**src/hw/rtl/tpt_ram.sv**
```systemverilog
// Generic single-write, single-read RAM with registered read data.
`default_nettype none
module tpt_ram #(
    parameter int WIDTH = 8,
    parameter int DEPTH = 16
) (
    input  wire logic                                   i_clk,
    input  wire logic                                   i_we,
    input  wire logic [(DEPTH > 1 ? $clog2(DEPTH) : 1)-1:0] i_waddr,
    input  wire logic [WIDTH-1:0]                       i_wdata,
    input  wire logic                                   i_re,
    input  wire logic [(DEPTH > 1 ? $clog2(DEPTH) : 1)-1:0] i_raddr,
    output logic      [WIDTH-1:0]                       o_rdata
);

    logic [WIDTH-1:0] r_mem [DEPTH];
    logic [WIDTH-1:0] r_rdata;

    // Write port and registered read port
    always_ff @(posedge i_clk) begin
        if (i_we) begin
            r_mem[i_waddr] <= i_wdata;
        end
        if (i_re) begin
            r_rdata <= r_mem[i_raddr];
        end
    end

    assign o_rdata = r_rdata;

endmodule
`default_nettype wire

```
**config.mk**
```make
export PLATFORM = sky130hd
export DESIGN_NAME = tpt_ram
export DESIGN_NICKNAME = d
export VERILOG_FILES = /design/src/hw/rtl/tpt_ram.sv
export SDC_FILE = /design/constraint.sdc
export NUM_CORES = 1
export LEC_CHECK = 0
export BUFFER_PORTS_ARGS = -buffer_cell sky130_fd_sc_hd__buf_4
export CAP_MARGIN = 10
export CORE_MARGIN = 2
export CORE_UTILIZATION = 30
export DETAILED_ROUTE_END_ITERATION = 6
export GPL_TIMING_DRIVEN = 0
export HOLD_SLACK_MARGIN = 0.12
export PLACE_DENSITY = 0.49
export SYNTH_ARGS = -nofsm -noshare
export SYNTH_HDL_FRONTEND = slang
export SYNTH_SLANG_ARGS = --single-unit
```
**constraint.sdc**
```tcl
create_clock -name i_clk -period 2.5 [get_ports i_clk]
set_input_delay 0.375 -clock i_clk [delete_from_list [all_inputs] [get_ports i_clk]]
set_output_delay 0.375 -clock i_clk [all_outputs]
set_load 0.05 [all_outputs]
```
==> reports/metrics.yaml <==
run_status:
  outcome: "completed"
yosys:
  postSynthNetCount: 248
  yosysMostFrequentCell: "edfxtp_1"
  synthArstFlopShare_pct: 0
  synth_top_area_share_pct: 78.12
  syn_area_sq_mm: 0.005228
  ys_seq_elements: 136
  synth_cell_types: 18
  syn_inst: 229
  synthTopCellsByArea: "edfxtp_1 (78%), mux4_2 (7.8%), mux4_1 (7.0%)"
  synth_common_cells: "edfxtp_1 (136), mux4_2 (18), a22oi_1 (16), mux4_1 (14), nor2_1 (13)"
  synth.yosys.seq_area_share_pct: 78.12
  synth.avg_cell_area_sq_um: 22.83
  yosysTopAreaCell: "edfxtp_1"
  synth_enable_flop_cells: 136
  synthFlopType: "edfxtp_1"
  yosys_warnings: 0
timing:
  tightestPinTransition_ps: 867.7
  fin_crit_sh_pct: 69.08
  min_period_ps: 1727
  fmax_mhz: 579.1
  rsz0062_at_grt: "false"
  slew_violations: 0
  max-slew-margin-rel_pct: 41.94
  finalHoldViolCount: 0
  finClkSkew_ps: 5.761
  setup_tns_ps: 0
  final-setup-viol-count: 0
worst_setup_path:
  critPathMaxFanout: 5
  worst_setup_path_end_kind: "flop"
  required_ps: 2610
  critPathKind: "input pin to flop"
  cp.arrival_ps: 1840
  critical_path.startpoint: "i_waddr[2]"
  startpoint_type: "input pin"
  r2r_start: "r_mem[2][3]$_DFFE_PP_"
place:
  dpl.hpwl_mm: 6.927
  gp_congestion: 0.7547
  portBuffers: 25
power_and_ir_drop:
  power.total_mw: 5.523
  p_per_area_mw_per_mm2: 868.9
  vdd_drop_max_mv: 0.7248
  p_switching_mw: 1.087
  p_leak_nw: 2.092
  power.internal_mw: 4.435
  clkPwrFrac_pct: 47.8
  power_switching_share_pct: 19.69
  power_frac_seq_pct: 46.7
  p_comb_share_pct: 5.4
flow_run:
  maxCapViolCount: 0
clocking:
  cts_num_sinks: 136
  clk_pin_slew_worst_paths_ps: 60
  postCtsHoldBufs: 0
  cts_setup_buffers: 0
  numCtsBuffers: 17
  cts_root_buf: "clkbuf_16"
  clock_latency_ps: 410
  htreeDepth: 4
  cts_tree: "built"
  clockBufferDepth: 2
  cts-resized-gates: 0
global_route:
  gr-total-overflow: 0
  grtUsageTotal_pct: 12.48
  antenna_found_initial: 0
  grt_pass1_vias: 2435
  grt_max_degree: 17
  grt_pass1_wl_mm: 15.54
die:
  dieArea_sq_mm: 0.01850
  io_pins: 27
  core_area_sq_mm: 0.01718
  die_y_um: 136.0
  rows: 48
  start_util_pct: 30.43
  die_x_um: 136.0
hold_path:
  hold_path_class: "input pin to flop"
  holdCritStartpoint: "i_re"
drt:
  first_pass_iters: 4
  via_per_inst: 4.661
  drt_iter0_drc: 250
  routed_wl_mm: 10.58
  via_count: 2396
  drc_errors: 0
  wl_per_cell_um: 20.59
  drtAntennaViolNets: 0
layout:
  diodes: 0
  regArea_sq_mm: 0.004084
  multi_input_area_sq_mm: 0.001057
  syn2layout_area_growth_pct: 21.59
  fillers: 1600
  final_nets: 296
  finish.utilization_pct: 37.00
  final_layout_size_suffix_gt1_share_pct: 30.10
## layout by cell type, fill, tap and decap left out, drive strengths merged
master,synthesis,routed
and2b,1,1
nand2,9,9
nor2,13,13
buf,7,36
mux4,32,32
clkinv,0,5
nand2b,2,2
nand3,1,1
edfxtp,136,136
a22oi,16,16
nor2b,1,1
nand3b,2,2
or3b,1,1
clkinvlp,0,4
bufinv,0,5
clkdlybuf4s25,3,3
nor3,4,4
clkbuf,0,17
and2,1,1
## flip-flops by register name (all words and copies together) (netlist names)
signal and cells:
r_mem 128, o_rdata 8
## worst max-delay path, cell delays in order
cell and delay (ps):
buf_4 130, or3b_2 510, nor3_1 500, buf_2 320
## area by class of cell
cell class,count,share of cell area [%]
multi-input cells,83,16.63
clock inverters,14,3.248
flip-flops and latches,136,64.25
clock buffers,17,6.693
well taps,225,4.429
repair buffers,29,3.386
plain buffers,10,1.358
## logic make-up (layout without fill, tap and decap cells)
logic type             Yosys count  in the layout  share of synthesized area, %
and+or+nand+nor                 35             35                         3.136
DFF                            136            136                         78.12
muxes                           32             32                         14.79
AOI/OAI and AO/OA               16             16                         2.298
buffers and inverters           10             70                         1.651
## worst paths after layout
kind              slack (ps)                    end  depth (start not counted)
setup / recovery         770  r_mem[0][1]$_DFFE_PP_                          4
hold reg to reg          760   o_rdata[2]$_DFFE_PP_                          3
hold / removal           230   o_rdata[0]$_DFFE_PP_                          1
setup reg to reg         810   o_rdata[3]$_DFFE_PP_                          3
## routing by layer
metal	track usage, %	part of all wire [%]	vias up
li1	-	-	1080
met5	0	0	-
met4	4.225	1.6	0
met2	19.21	47	66
met3	3.803	5.3	11
met1	16.88	46	1239
## power by group through the flow
stage	Sequential [mW]	Combinational (mW)	Clock, mW
2_1_floorplan	2.67	0.130	0
3_3_place_gp	2.63	0.301	0
3_5_place_dp	2.63	0.306	0
4_1_cts	2.58	0.306	2.69
5_1_grt	2.58	0.322	2.79
6_report	2.58	0.300	2.64
## per-stage QoR
stage               setup slack, ps  hold WS, ps  cells  cell area [sq um]
CTS                           753.0        222.8    514               6356
detailed placement            319.7        654.8    483               5724
global placement             -41.14        651.2    479               5697
floorplan                     632.1        473.9    229               5228
global route                  708.7        231.8    514               6356
finish                        773.1        234.6    514               6356
Power figures use the tool's default switching activity.
