**src/hw/rtl/tpt_div.sv**
```systemverilog
// Quotient and remainder of a page number by a constant divisor.
`default_nettype none
module tpt_div #(
    parameter int DIV_W   = 18,
    parameter int DIVISOR = 1024,
    parameter int Q_W     = 8,
    parameter int R_W     = 10
) (
    input  wire logic             i_clk,
    input  wire logic             i_rst_n,
    input  wire logic             i_start,
    input  wire logic [DIV_W-1:0] i_dividend,
    output logic                  o_valid,
    output logic      [Q_W-1:0]   o_quot,
    output logic      [R_W-1:0]   o_rem
);

    localparam bit IS_POW2 = (DIVISOR & (DIVISOR - 1)) == 0;

    generate
        if (IS_POW2) begin : g_pow2
            // Power of two: shift and mask, registered
            localparam int               SHIFT = $clog2(DIVISOR);
            localparam logic [DIV_W-1:0] MASK  = DIV_W'(DIVISOR - 1);

            logic             r_valid;
            logic [Q_W-1:0]   r_quot;
            logic [R_W-1:0]   r_rem;

            always_ff @(posedge i_clk) begin
                if (!i_rst_n) begin
                    r_valid <= 1'b0;
                end else if (i_start) begin
                    r_valid <= 1'b1;
                end
            end

            always_ff @(posedge i_clk) begin
                if (i_start) begin
                    r_quot <= Q_W'(i_dividend >> SHIFT);
                    r_rem  <= R_W'(i_dividend & MASK);
                end
            end

            assign o_valid = r_valid;
            assign o_quot  = r_quot;
            assign o_rem   = r_rem;
        end else begin : g_recip
            // Other divisors: quotient by reciprocal multiply, remainder by
            // multiplying back from the registered quotient. The rounded-up reciprocal with
            // DIV_W + clog2(DIVISOR) fraction bits is exact for any dividend.
            localparam int               L_W     = $clog2(DIVISOR);
            localparam int               SH      = DIV_W + L_W;
            localparam int               M_W     = DIV_W + 2;
            localparam int               P_W     = DIV_W + M_W;
            localparam logic [63:0]      RECIP   = ((64'd1 << SH) + 64'(DIVISOR) - 64'd1)
                                                   / 64'(DIVISOR);
            localparam logic [M_W-1:0]   RECIP_M = M_W'(RECIP);
            localparam logic [DIV_W-1:0] DIV_X   = DIV_W'(DIVISOR);

            logic             r_stage;
            logic             r_valid;
            logic [DIV_W-1:0] r_x;
            logic [DIV_W-1:0] r_q;
            logic [Q_W-1:0]   r_quot;
            logic [R_W-1:0]   r_rem;
            logic [P_W-1:0]   prod;

            assign prod = P_W'(i_dividend) * P_W'(RECIP_M);

            always_ff @(posedge i_clk) begin
                if (!i_rst_n) begin
                    r_stage <= 1'b0;
                    r_valid <= 1'b0;
                end else begin
                    r_stage <= i_start;
                    if (i_start) begin
                        r_valid <= 1'b0;
                    end else if (r_stage) begin
                        r_valid <= 1'b1;
                    end
                end
            end

            // Stage one: quotient; stage two: remainder from the quotient
            always_ff @(posedge i_clk) begin
                if (i_start) begin
                    r_x <= i_dividend;
                    r_q <= DIV_W'(prod >> SH);
                end
                if (r_stage) begin
                    r_quot <= Q_W'(r_q);
                    r_rem  <= R_W'(DIV_W'(r_x - r_q * DIV_X));
                end
            end

            assign o_valid = r_valid;
            assign o_quot  = r_quot;
            assign o_rem   = r_rem;
        end
    endgenerate

endmodule
`default_nettype wire

```
**config.mk**
```make
export PLATFORM = sky130hd
export DESIGN_NAME = tpt_div
export DESIGN_NICKNAME = d
export VERILOG_FILES = /design/src/hw/rtl/tpt_div.sv
export SDC_FILE = /design/constraint.sdc
export NUM_CORES = 1
export LEC_CHECK = 0
export BUFFER_PORTS_ARGS = -buffer_cell sky130_fd_sc_hd__buf_2
export CAP_MARGIN = 20
export CORE_MARGIN = 4
export CORE_UTILIZATION = 35
export CTS_CLUSTER_SIZE = 25
export DETAILED_ROUTE_END_ITERATION = 6
export HOLD_SLACK_MARGIN = 0.08
export PLACE_DENSITY = 0.75
export SLEW_MARGIN = 20
export SYNTH_ARGS = -nofsm -noshare
export SYNTH_HDL_FRONTEND = slang
export SYNTH_SLANG_ARGS = --single-unit
```
**constraint.sdc**
```tcl
create_clock -name i_clk -period 0.8 [get_ports i_clk]
set_input_delay 0.08 -clock i_clk [delete_from_list [all_inputs] [get_ports i_clk]]
set_output_delay 0.08 -clock i_clk [all_outputs]
set_load 0.005 [all_outputs]
```
==> metrics.txt <==
outcome complete, but fails checks; violated checks negative setup slack; Fillers 111; YS warnings 0; delay-heaviest family, CP flip-flops; Diodes inserted 0; busiest grt layer met2; reg2reg path depth 1; vias in the first global route 447; CTS tree built; nets 104; CTS Sinks 19; commonest non-fill, non-tap cell in the layout buf_2; post-CTS setup buffer count 0; syn_nets 41; pre-CTS WS 0.0127 ns; setup repair after global routing missed its margin true; clk_skew 0 ns; CP Data Required Time 0.72 ns; Clock Tree Buf Depth 2; worst-path cell chain buf_2; Clock transition at path regs 0.10 ns; P_leak 0.437 nW; DRT Wirelength 1250 um; grt met2 use 0.234; PwrDens 1870 nW/um2; DRC Markers 0; register bit total from synthesis 19; hold path depth 1; Distinct cells, synth 3; clk root buf clkbuf_4; R2R Setup Slk 0.19 ns; Setup violations, final 19; worst min path class primary input to flip-flop; max-slew violation count 0; slowest library cell on the worst path edfxtp_1; first-pass GRT wire length 1930 um; H-tree Lvls 1; crit path buf inv count 1; initial antenna violation count 0; max cap viols 0; GP Congestion 0.671; antenna-violating nets left 0; Routed WL per cell 12.7 um; most frequent cells in the layout 38 x buf_2, 19 x dlygate4sd3_1, 18 x edfxtp_1; Rows 14; die span in y 48.3 um; nature of the critical path startpoint flip-flop; Final Critical Period 0.885 ns; Max stage delay on crit path 0.39 ns; Critical Path Fanout Max 1; Worst Hold End o_rem[7]; layout cell share with drive strength beyond 1 0.524; GRT Total Usage 0.126; largest net degree at the start of global routing 20; Final Power 1.88 mW; register area 562 um2; Mapped Area 568 um2; HP Start i_start; drt pass-1 iters 2; DIE AREA 2330 um2; met3 usage 0.0517; worst vdd ir 1.14 mV; relative slew slack 0.729; CP Data Arrival Time 0.81 ns; Num CTS Buffers 3; grt met1 use 0.120; Initial Utilization 0.373; register area share after synthesis 0.987; RR Startpoint o_valid; Worst setup EP type output pin; DR vias/cell 4.16; fin crit share 1.11; worst setup margin -0.0850 ns; io pins 40; final hold viol count 0; FMAX 1130 MHz; area delta synth->final 77.3%; Die X 48.3 um; Synth Area per Inst 28.4 um2; DRT iter0 DRCs 4; crit path kind flip-flop to output pin; core area 1520 um2; synthesized instance count 20; worst reg2reg endpoint o_valid; Slew @ Worst Pin 0.407 ns; area occupied by multi-input gates 7.51 um2; grt ovf 0; later-pin clock latency in the skew report 0.28 ns; via count 408; PortBufs 39
cell usage after synthesis (all sizes together):
cell    count  area (um2)
dfxtp       1        20.0
edfxtp     18         541
o21a        1        7.51
worst max path at each step:
| stage | endpoint | cells after the start | startpoint |
|---|---|---|---|
| after floorplan | o_valid | 1 | o_valid |
| after global placement | o_rem[6] | 1 | i_start |
| after detailed placement | o_rem[4] | 1 | i_start |
| after CTS | o_rem[0] | 1 | o_rem[0] |
| after global routing | o_rem[3] | 1 | o_rem[3] |
| final | o_rem[2] | 1 | o_rem[2] |
final cells by class:
type,count,share of cell area
flip-flops and latches,19,0.558
repair buffers,58,0.389
clock buffers,4,0.0261
well taps,16,0.0199
multi-input cells,1,0.00745
per-stage QoR:
stage	hold WS, ns	area (um2)	util	TNS, ns	cells
after floorplan	0.179	568	-	0	20
after global placement	0.256	783	0.514	0	75
after detailed placement	0.258	783	0.514	0	75
after CTS	0.237	1000	0.657	-1.41	98
after global routing	0.234	1010	0.661	-2.20	98
final	0.245	1010	0.661	-1.15	98
sequential cells by signal, indices dropped and copies added, names as in the netlist:
register / count
o_quot: 8
o_rem: 10
o_valid: 1
repair_timing:
action / 4_1_cts / 5_1_grt
hold buffers: 19 / 0
pin swaps: 0 / 0
setup endpoints to repair: 19 / 19
hold endpoints to repair: 19 / 0
gates resized for setup: 1 / 1
cloned: 0 / 0
power by group:
group | leakage [nW] | switching (mW) | internal, mW
clock | 0.0150 | 0.268 | 0.193
combinational | 0.237 | 0.0803 | 0.147
sequential | 0.185 | 0.0171 | 1.17
cells by family (layout without fill, tap and decap cells):
group | after synthesis | after routing | synth area share
flip-flops | 19 | 19 | 0.987
AO/OA/AOI/OAI | 1 | 1 | 0.0132
buffers and inverters | 0 | 62 | 0
per-layer routing:
layer	vias to the layer above	wire, um
met4	0	0
li1	203	-
met1	181	355
met3	0	174
met5	-	0
met2	24	717
No activity file was read; power rests on OpenSTA's default activity.
