`src/hw/rtl/tpt_way_sel.sv`:
```
// Way match, victim choice and LRU rank update for one TLB set.
`default_nettype none
module tpt_way_sel #(
    parameter int WAYS   = 4,
    parameter int TAG_W  = 8,
    parameter int RANK_W = 2,
    parameter int WAY_W  = 2
) (
    input  wire logic [WAYS-1:0]             i_valid,
    input  wire logic [WAYS-1:0][TAG_W-1:0]  i_tags,
    input  wire logic [WAYS-1:0][RANK_W-1:0] i_ranks,
    input  wire logic [TAG_W-1:0]            i_tag,
    output logic                             o_hit,
    output logic      [WAY_W-1:0]            o_way,
    output logic      [WAYS-1:0][RANK_W-1:0] o_ranks
);

    logic             free;
    logic [WAY_W-1:0] hit_way;
    logic [WAY_W-1:0] free_way;
    logic [WAY_W-1:0] lru_way;
    logic [RANK_W-1:0] old_rank;

    // Lowest matching way, lowest invalid way, rank-zero way
    always_comb begin
        o_hit    = 1'b0;
        free     = 1'b0;
        hit_way  = '0;
        free_way = '0;
        lru_way  = '0;
        for (int w = WAYS - 1; w >= 0; w--) begin
            if (i_valid[w] && i_tags[w] == i_tag) begin
                o_hit   = 1'b1;
                hit_way = WAY_W'(w);
            end
            if (!i_valid[w]) begin
                free     = 1'b1;
                free_way = WAY_W'(w);
            end
            if (i_ranks[w] == '0) begin
                lru_way = WAY_W'(w);
            end
        end
        if (o_hit) begin
            o_way = hit_way;
        end else if (free) begin
            o_way = free_way;
        end else begin
            o_way = lru_way;
        end
    end

    // Chosen way becomes most recently used
    always_comb begin
        old_rank = i_ranks[o_way];
        for (int w = 0; w < WAYS; w++) begin
            if (WAY_W'(w) == o_way) begin
                o_ranks[w] = RANK_W'(WAYS - 1);
            end else if (i_ranks[w] > old_rank) begin
                o_ranks[w] = i_ranks[w] - 1'b1;
            end else begin
                o_ranks[w] = i_ranks[w];
            end
        end
    end

endmodule
`default_nettype wire

```
`config.mk`:
```
export PLATFORM = sky130hd
export DESIGN_NAME = tpt_way_sel
export DESIGN_NICKNAME = d
export VERILOG_FILES = /design/src/hw/rtl/tpt_way_sel.sv
export SDC_FILE = /design/constraint.sdc
export NUM_CORES = 1
export LEC_CHECK = 0
export ABC_AREA = 0
export BUFFER_PORTS_ARGS = -buffer_cell sky130_fd_sc_hd__buf_2
export CORE_ASPECT_RATIO = 1.75
export CORE_UTILIZATION = 41
export DETAILED_ROUTE_END_ITERATION = 10
export GPL_ROUTABILITY_DRIVEN = 0
export PLACE_DENSITY_LB_ADDON = 0.25
export SETUP_SLACK_MARGIN = 0.02
export SLEW_MARGIN = 40
export SYNTH_ARGS = -nofsm -noshare
export SYNTH_HDL_FRONTEND = slang
export SYNTH_SLANG_ARGS = --single-unit
```
`constraint.sdc`:
```
create_clock -name vclk -period 2.9
set_clock_uncertainty 0.2 [all_clocks]
set_input_delay 0.145 -clock vclk [all_inputs]
set_output_delay 0.145 -clock vclk [all_outputs]
set_load 0.02 [all_outputs]
```
==> summary.txt <==
Outcome
  – Status: finished with violations
  – Violated checks: negative setup slack

Die
  – Row count: 23
  – Die area: 0.002590 mm2
  – Die height: 66.58 um
  – Die Wd: 38.91 um
  – Core area: 0.002273 mm2
  – Ports: 63
  – Initial Util: 42.98%

Synthesis
  – Syn_area_per_cell: 7.185 um2
  – Yosys warnings: 0
  – Synth Net Count: 196
  – Cells after Synth: 136
  – Mapped Area: 977.2 um2
  – Sequential area share after synthesis: 0%
  – Count of cell types in the netlist: 39

GRT
  – First-pass GRT wire length: 6003 um
  – Antenna violations before repair: 0
  – Gr usage total: 31.93%
  – Vias in the first global route: 1534
  – Pin count of the biggest net entering global routing: 10
  – Gr ovfl total: 0

Setup path
  – Critical path endpoint category: primary output
  – Buf+Inv Stages, Crit Path: 3
  – Worst Setup Path Type: input pin to primary output
  – Biggest cell delay along the critical path: 400 ps
  – Worst Path Arrival: 2980 ps
  – Critical path's top delay family: simple AND/OR/NAND/NOR gates
  – Worst path depth: 16
  – Crit-path cells: buf_4 -> xnor2_2 -> nand4_1 -> nor4_4 -> or2_4 -> nor2_4 -> nor2_1 -> a21oi_1 -> mux2i_1 -> buf_4 -> ha_4 -> nor2_4 -> a31oi_4 -> o21ai_1 -> or3b_4 -> buf_6
  – CP Launch Type: input pin
  – Worst-path fanout max: 5
  – CP Data Required Time: 2560 ps
  – CP max-delay cell: nor4_4

Finish
  – Fillers: 87
  – Final instance area: 0.002116 mm2
  – Syn-to-layout area delta: 116.5%
  – Nets@finish: 304
  – Register area: 0 um2
  – Share of cells above drive strength 1: 67.36%
  – Most frequent cells in the layout: buf_4, buf_2, buf_6, xnor2_1
  – Area occupied by multi-input gates: 0.001272 mm2
  – Seq_cells: 0
  – Commonest non-fill, non-tap cell in the layout: buf_4
  – Clock buf count: 0
  – ANT cells: 0

STA
  – Min cycle time layout: 3324 ps
  – Final setup margin: -424.0 ps
  – Fin. Hold Viols: 0
  – Setup TNS: -2679 ps
  – Fin. max-slew vios: 0
  – Setup violations, final: 8
  – Worst-Margin Slew: 542.4 ps
  – Slew margin rel.: 63.65%
  – Hold WS: 564.7 ps
  – RSZ-0062 raised after global routing: true
  – Peak Freq: 300.8 MHz
  – Final period utilization: 114.6%

Route
  – Post-DR wirelength/cell: 21.40 um
  – Antenna viol nets, final: 0
  – DRC: 0
  – Via density: 6.303
  – Post-Route WL: 5714 um
  – Pre-antenna DRT Iters: 5
  – Iter 0 DRT Violations: 103
  – Total number of vias: 1683

Worst hold path
  – Hold path start: i_ranks[5]
  – Hold WC Path Type: input pin to primary output
  – Worst hold path depth: 5
  – Hold EP: o_ranks[5]

Power and ir drop
  – Leak pwr: 0.0009739 uW
  – VDD IR max: 192.9 uV
  – PwrDens: 237.7 mW/mm2

Placement
  – Port bufs: 63
  – DPL Wire Length: 3074 um
  – Placed Instance Area: 0.001723 mm2
  – Post-Place Worst Slack: -438.7 ps

Job
  – Max-cap viol count: 0
-- worst max path at each step --
stage / startpoint / endpoint
finish: i_tag[7] / o_ranks[2]
global route: i_tag[2] / o_ranks[2]
CTS: i_tag[2] / o_ranks[2]
detailed placement: i_tag[5] / o_ranks[2]
global placement: i_tag[5] / o_ranks[2]
floorplan: i_tag[6] / o_ranks[2]
-- cells in the mapped netlist --
| cell | count | share of area [%] |
|---|---|---|
| o311ai_0 | 1 | 0.90 |
| nor4_1 | 1 | 0.64 |
| nor4_4 | 1 | 2.2 |
| a31oi_1 | 5 | 3.2 |
| a21oi_1 | 2 | 1.0 |
| or2_2 | 1 | 0.64 |
| a21oi_4 | 1 | 1.7 |
| nor3_4 | 1 | 1.7 |
| o211ai_1 | 1 | 0.77 |
| and3_4 | 1 | 1.2 |
| ha_1 | 8 | 10 |
| nor3_1 | 8 | 4.1 |
| or3_1 | 1 | 0.64 |
| nor2_1 | 10 | 3.8 |
| inv_1 | 10 | 3.8 |
| nand4_1 | 5 | 3.2 |
| or3_4 | 2 | 2.3 |
| and2_4 | 1 | 0.90 |
| xnor2_1 | 24 | 22 |
| nand2_1 | 6 | 2.3 |
| nand2b_1 | 1 | 0.64 |
| nor2b_1 | 3 | 1.9 |
| and3_1 | 1 | 0.64 |
| or3b_1 | 2 | 1.8 |
| and2_1 | 1 | 0.64 |
| o21ai_1 | 4 | 2.0 |
| xor2_1 | 8 | 7.2 |
| nor3_2 | 1 | 1.0 |
| o221ai_2 | 1 | 1.5 |
| o21bai_2 | 1 | 1.2 |
| a221o_1 | 1 | 1.0 |
| o21bai_1 | 2 | 1.5 |
| a31o_2 | 1 | 0.90 |
| a21o_1 | 1 | 0.77 |
| o21ai_0 | 4 | 2.0 |
| a21boi_0 | 1 | 0.77 |
| nand3_1 | 11 | 5.6 |
| mux2i_1 | 1 | 1.0 |
| a21bo_2 | 1 | 1.0 |
-- stage by stage --
stage / util [%] / instances / power (uW)
2_1_floorplan: - / 136 / 208.9
3_3_place_gp: 75.78 / 257 / 349.7
3_5_place_dp: 75.78 / 257 / 358.6
4_1_cts: 84.53 / 260 / 427.0
5_1_grt: 93.07 / 267 / 523.8
6_report: 93.07 / 267 / 503.0
-- repair_timing --
item | 4_1_cts | 5_1_grt
hold buffers | 0 | 0
endpoints found under the setup margin | 8 | 8
pin swaps | 28 | 30
buffers inserted | 4 | 8
resized for setup | 41 | 30
gates cloned | 0 | 0
-- cells by family (layout without fill, tap and decap cells) --
| kind of cell | count (synthesis) | in the layout | synth area share, % |
|---|---|---|---|
| compound gates | 27 | 27 | 20.36 |
| mux | 1 | 1 | 1.024 |
| fa+ha+maj | 8 | 8 | 10.24 |
| simple gates | 58 | 58 | 35.85 |
| buf+inv | 10 | 116 | 3.842 |
| xor+xnor | 32 | 32 | 28.68 |
-- layout make-up --
class / count / share of cell area (%)
multi-input cells: 126 / 60.14
repair buffers: 106 / 36.01
inverters: 10 / 2.365
well taps: 25 / 1.478
-- report_power, final --
group / switching [uW] / internal [uW] / leakage (uW)
registers: 0 / 0 / 0
logic: 246 / 256 / 0.000974
clock network: 0 / 0 / 0
total: 246 / 256 / 0.000974
-- per-layer routing --
metal / track usage (%) / part of all wire (%) / up-vias / wire, um
met1: 24.14 / 29 / 774 / 1655
met4: 19.83 / 9.0 / 0 / 513
met5: 0 / 0 / - / 0
met3: 2.333 / 7.5 / 59 / 431
met2: 66.67 / 54 / 145 / 3113
li1: - / - / 705 / -
-- worst min-delay path: stages --
cell	delay, ps
buf_6	80
buf_4	110
nand2_1	50
o211ai_1	90
buf_4	150
Power figures use the tool's default switching activity.
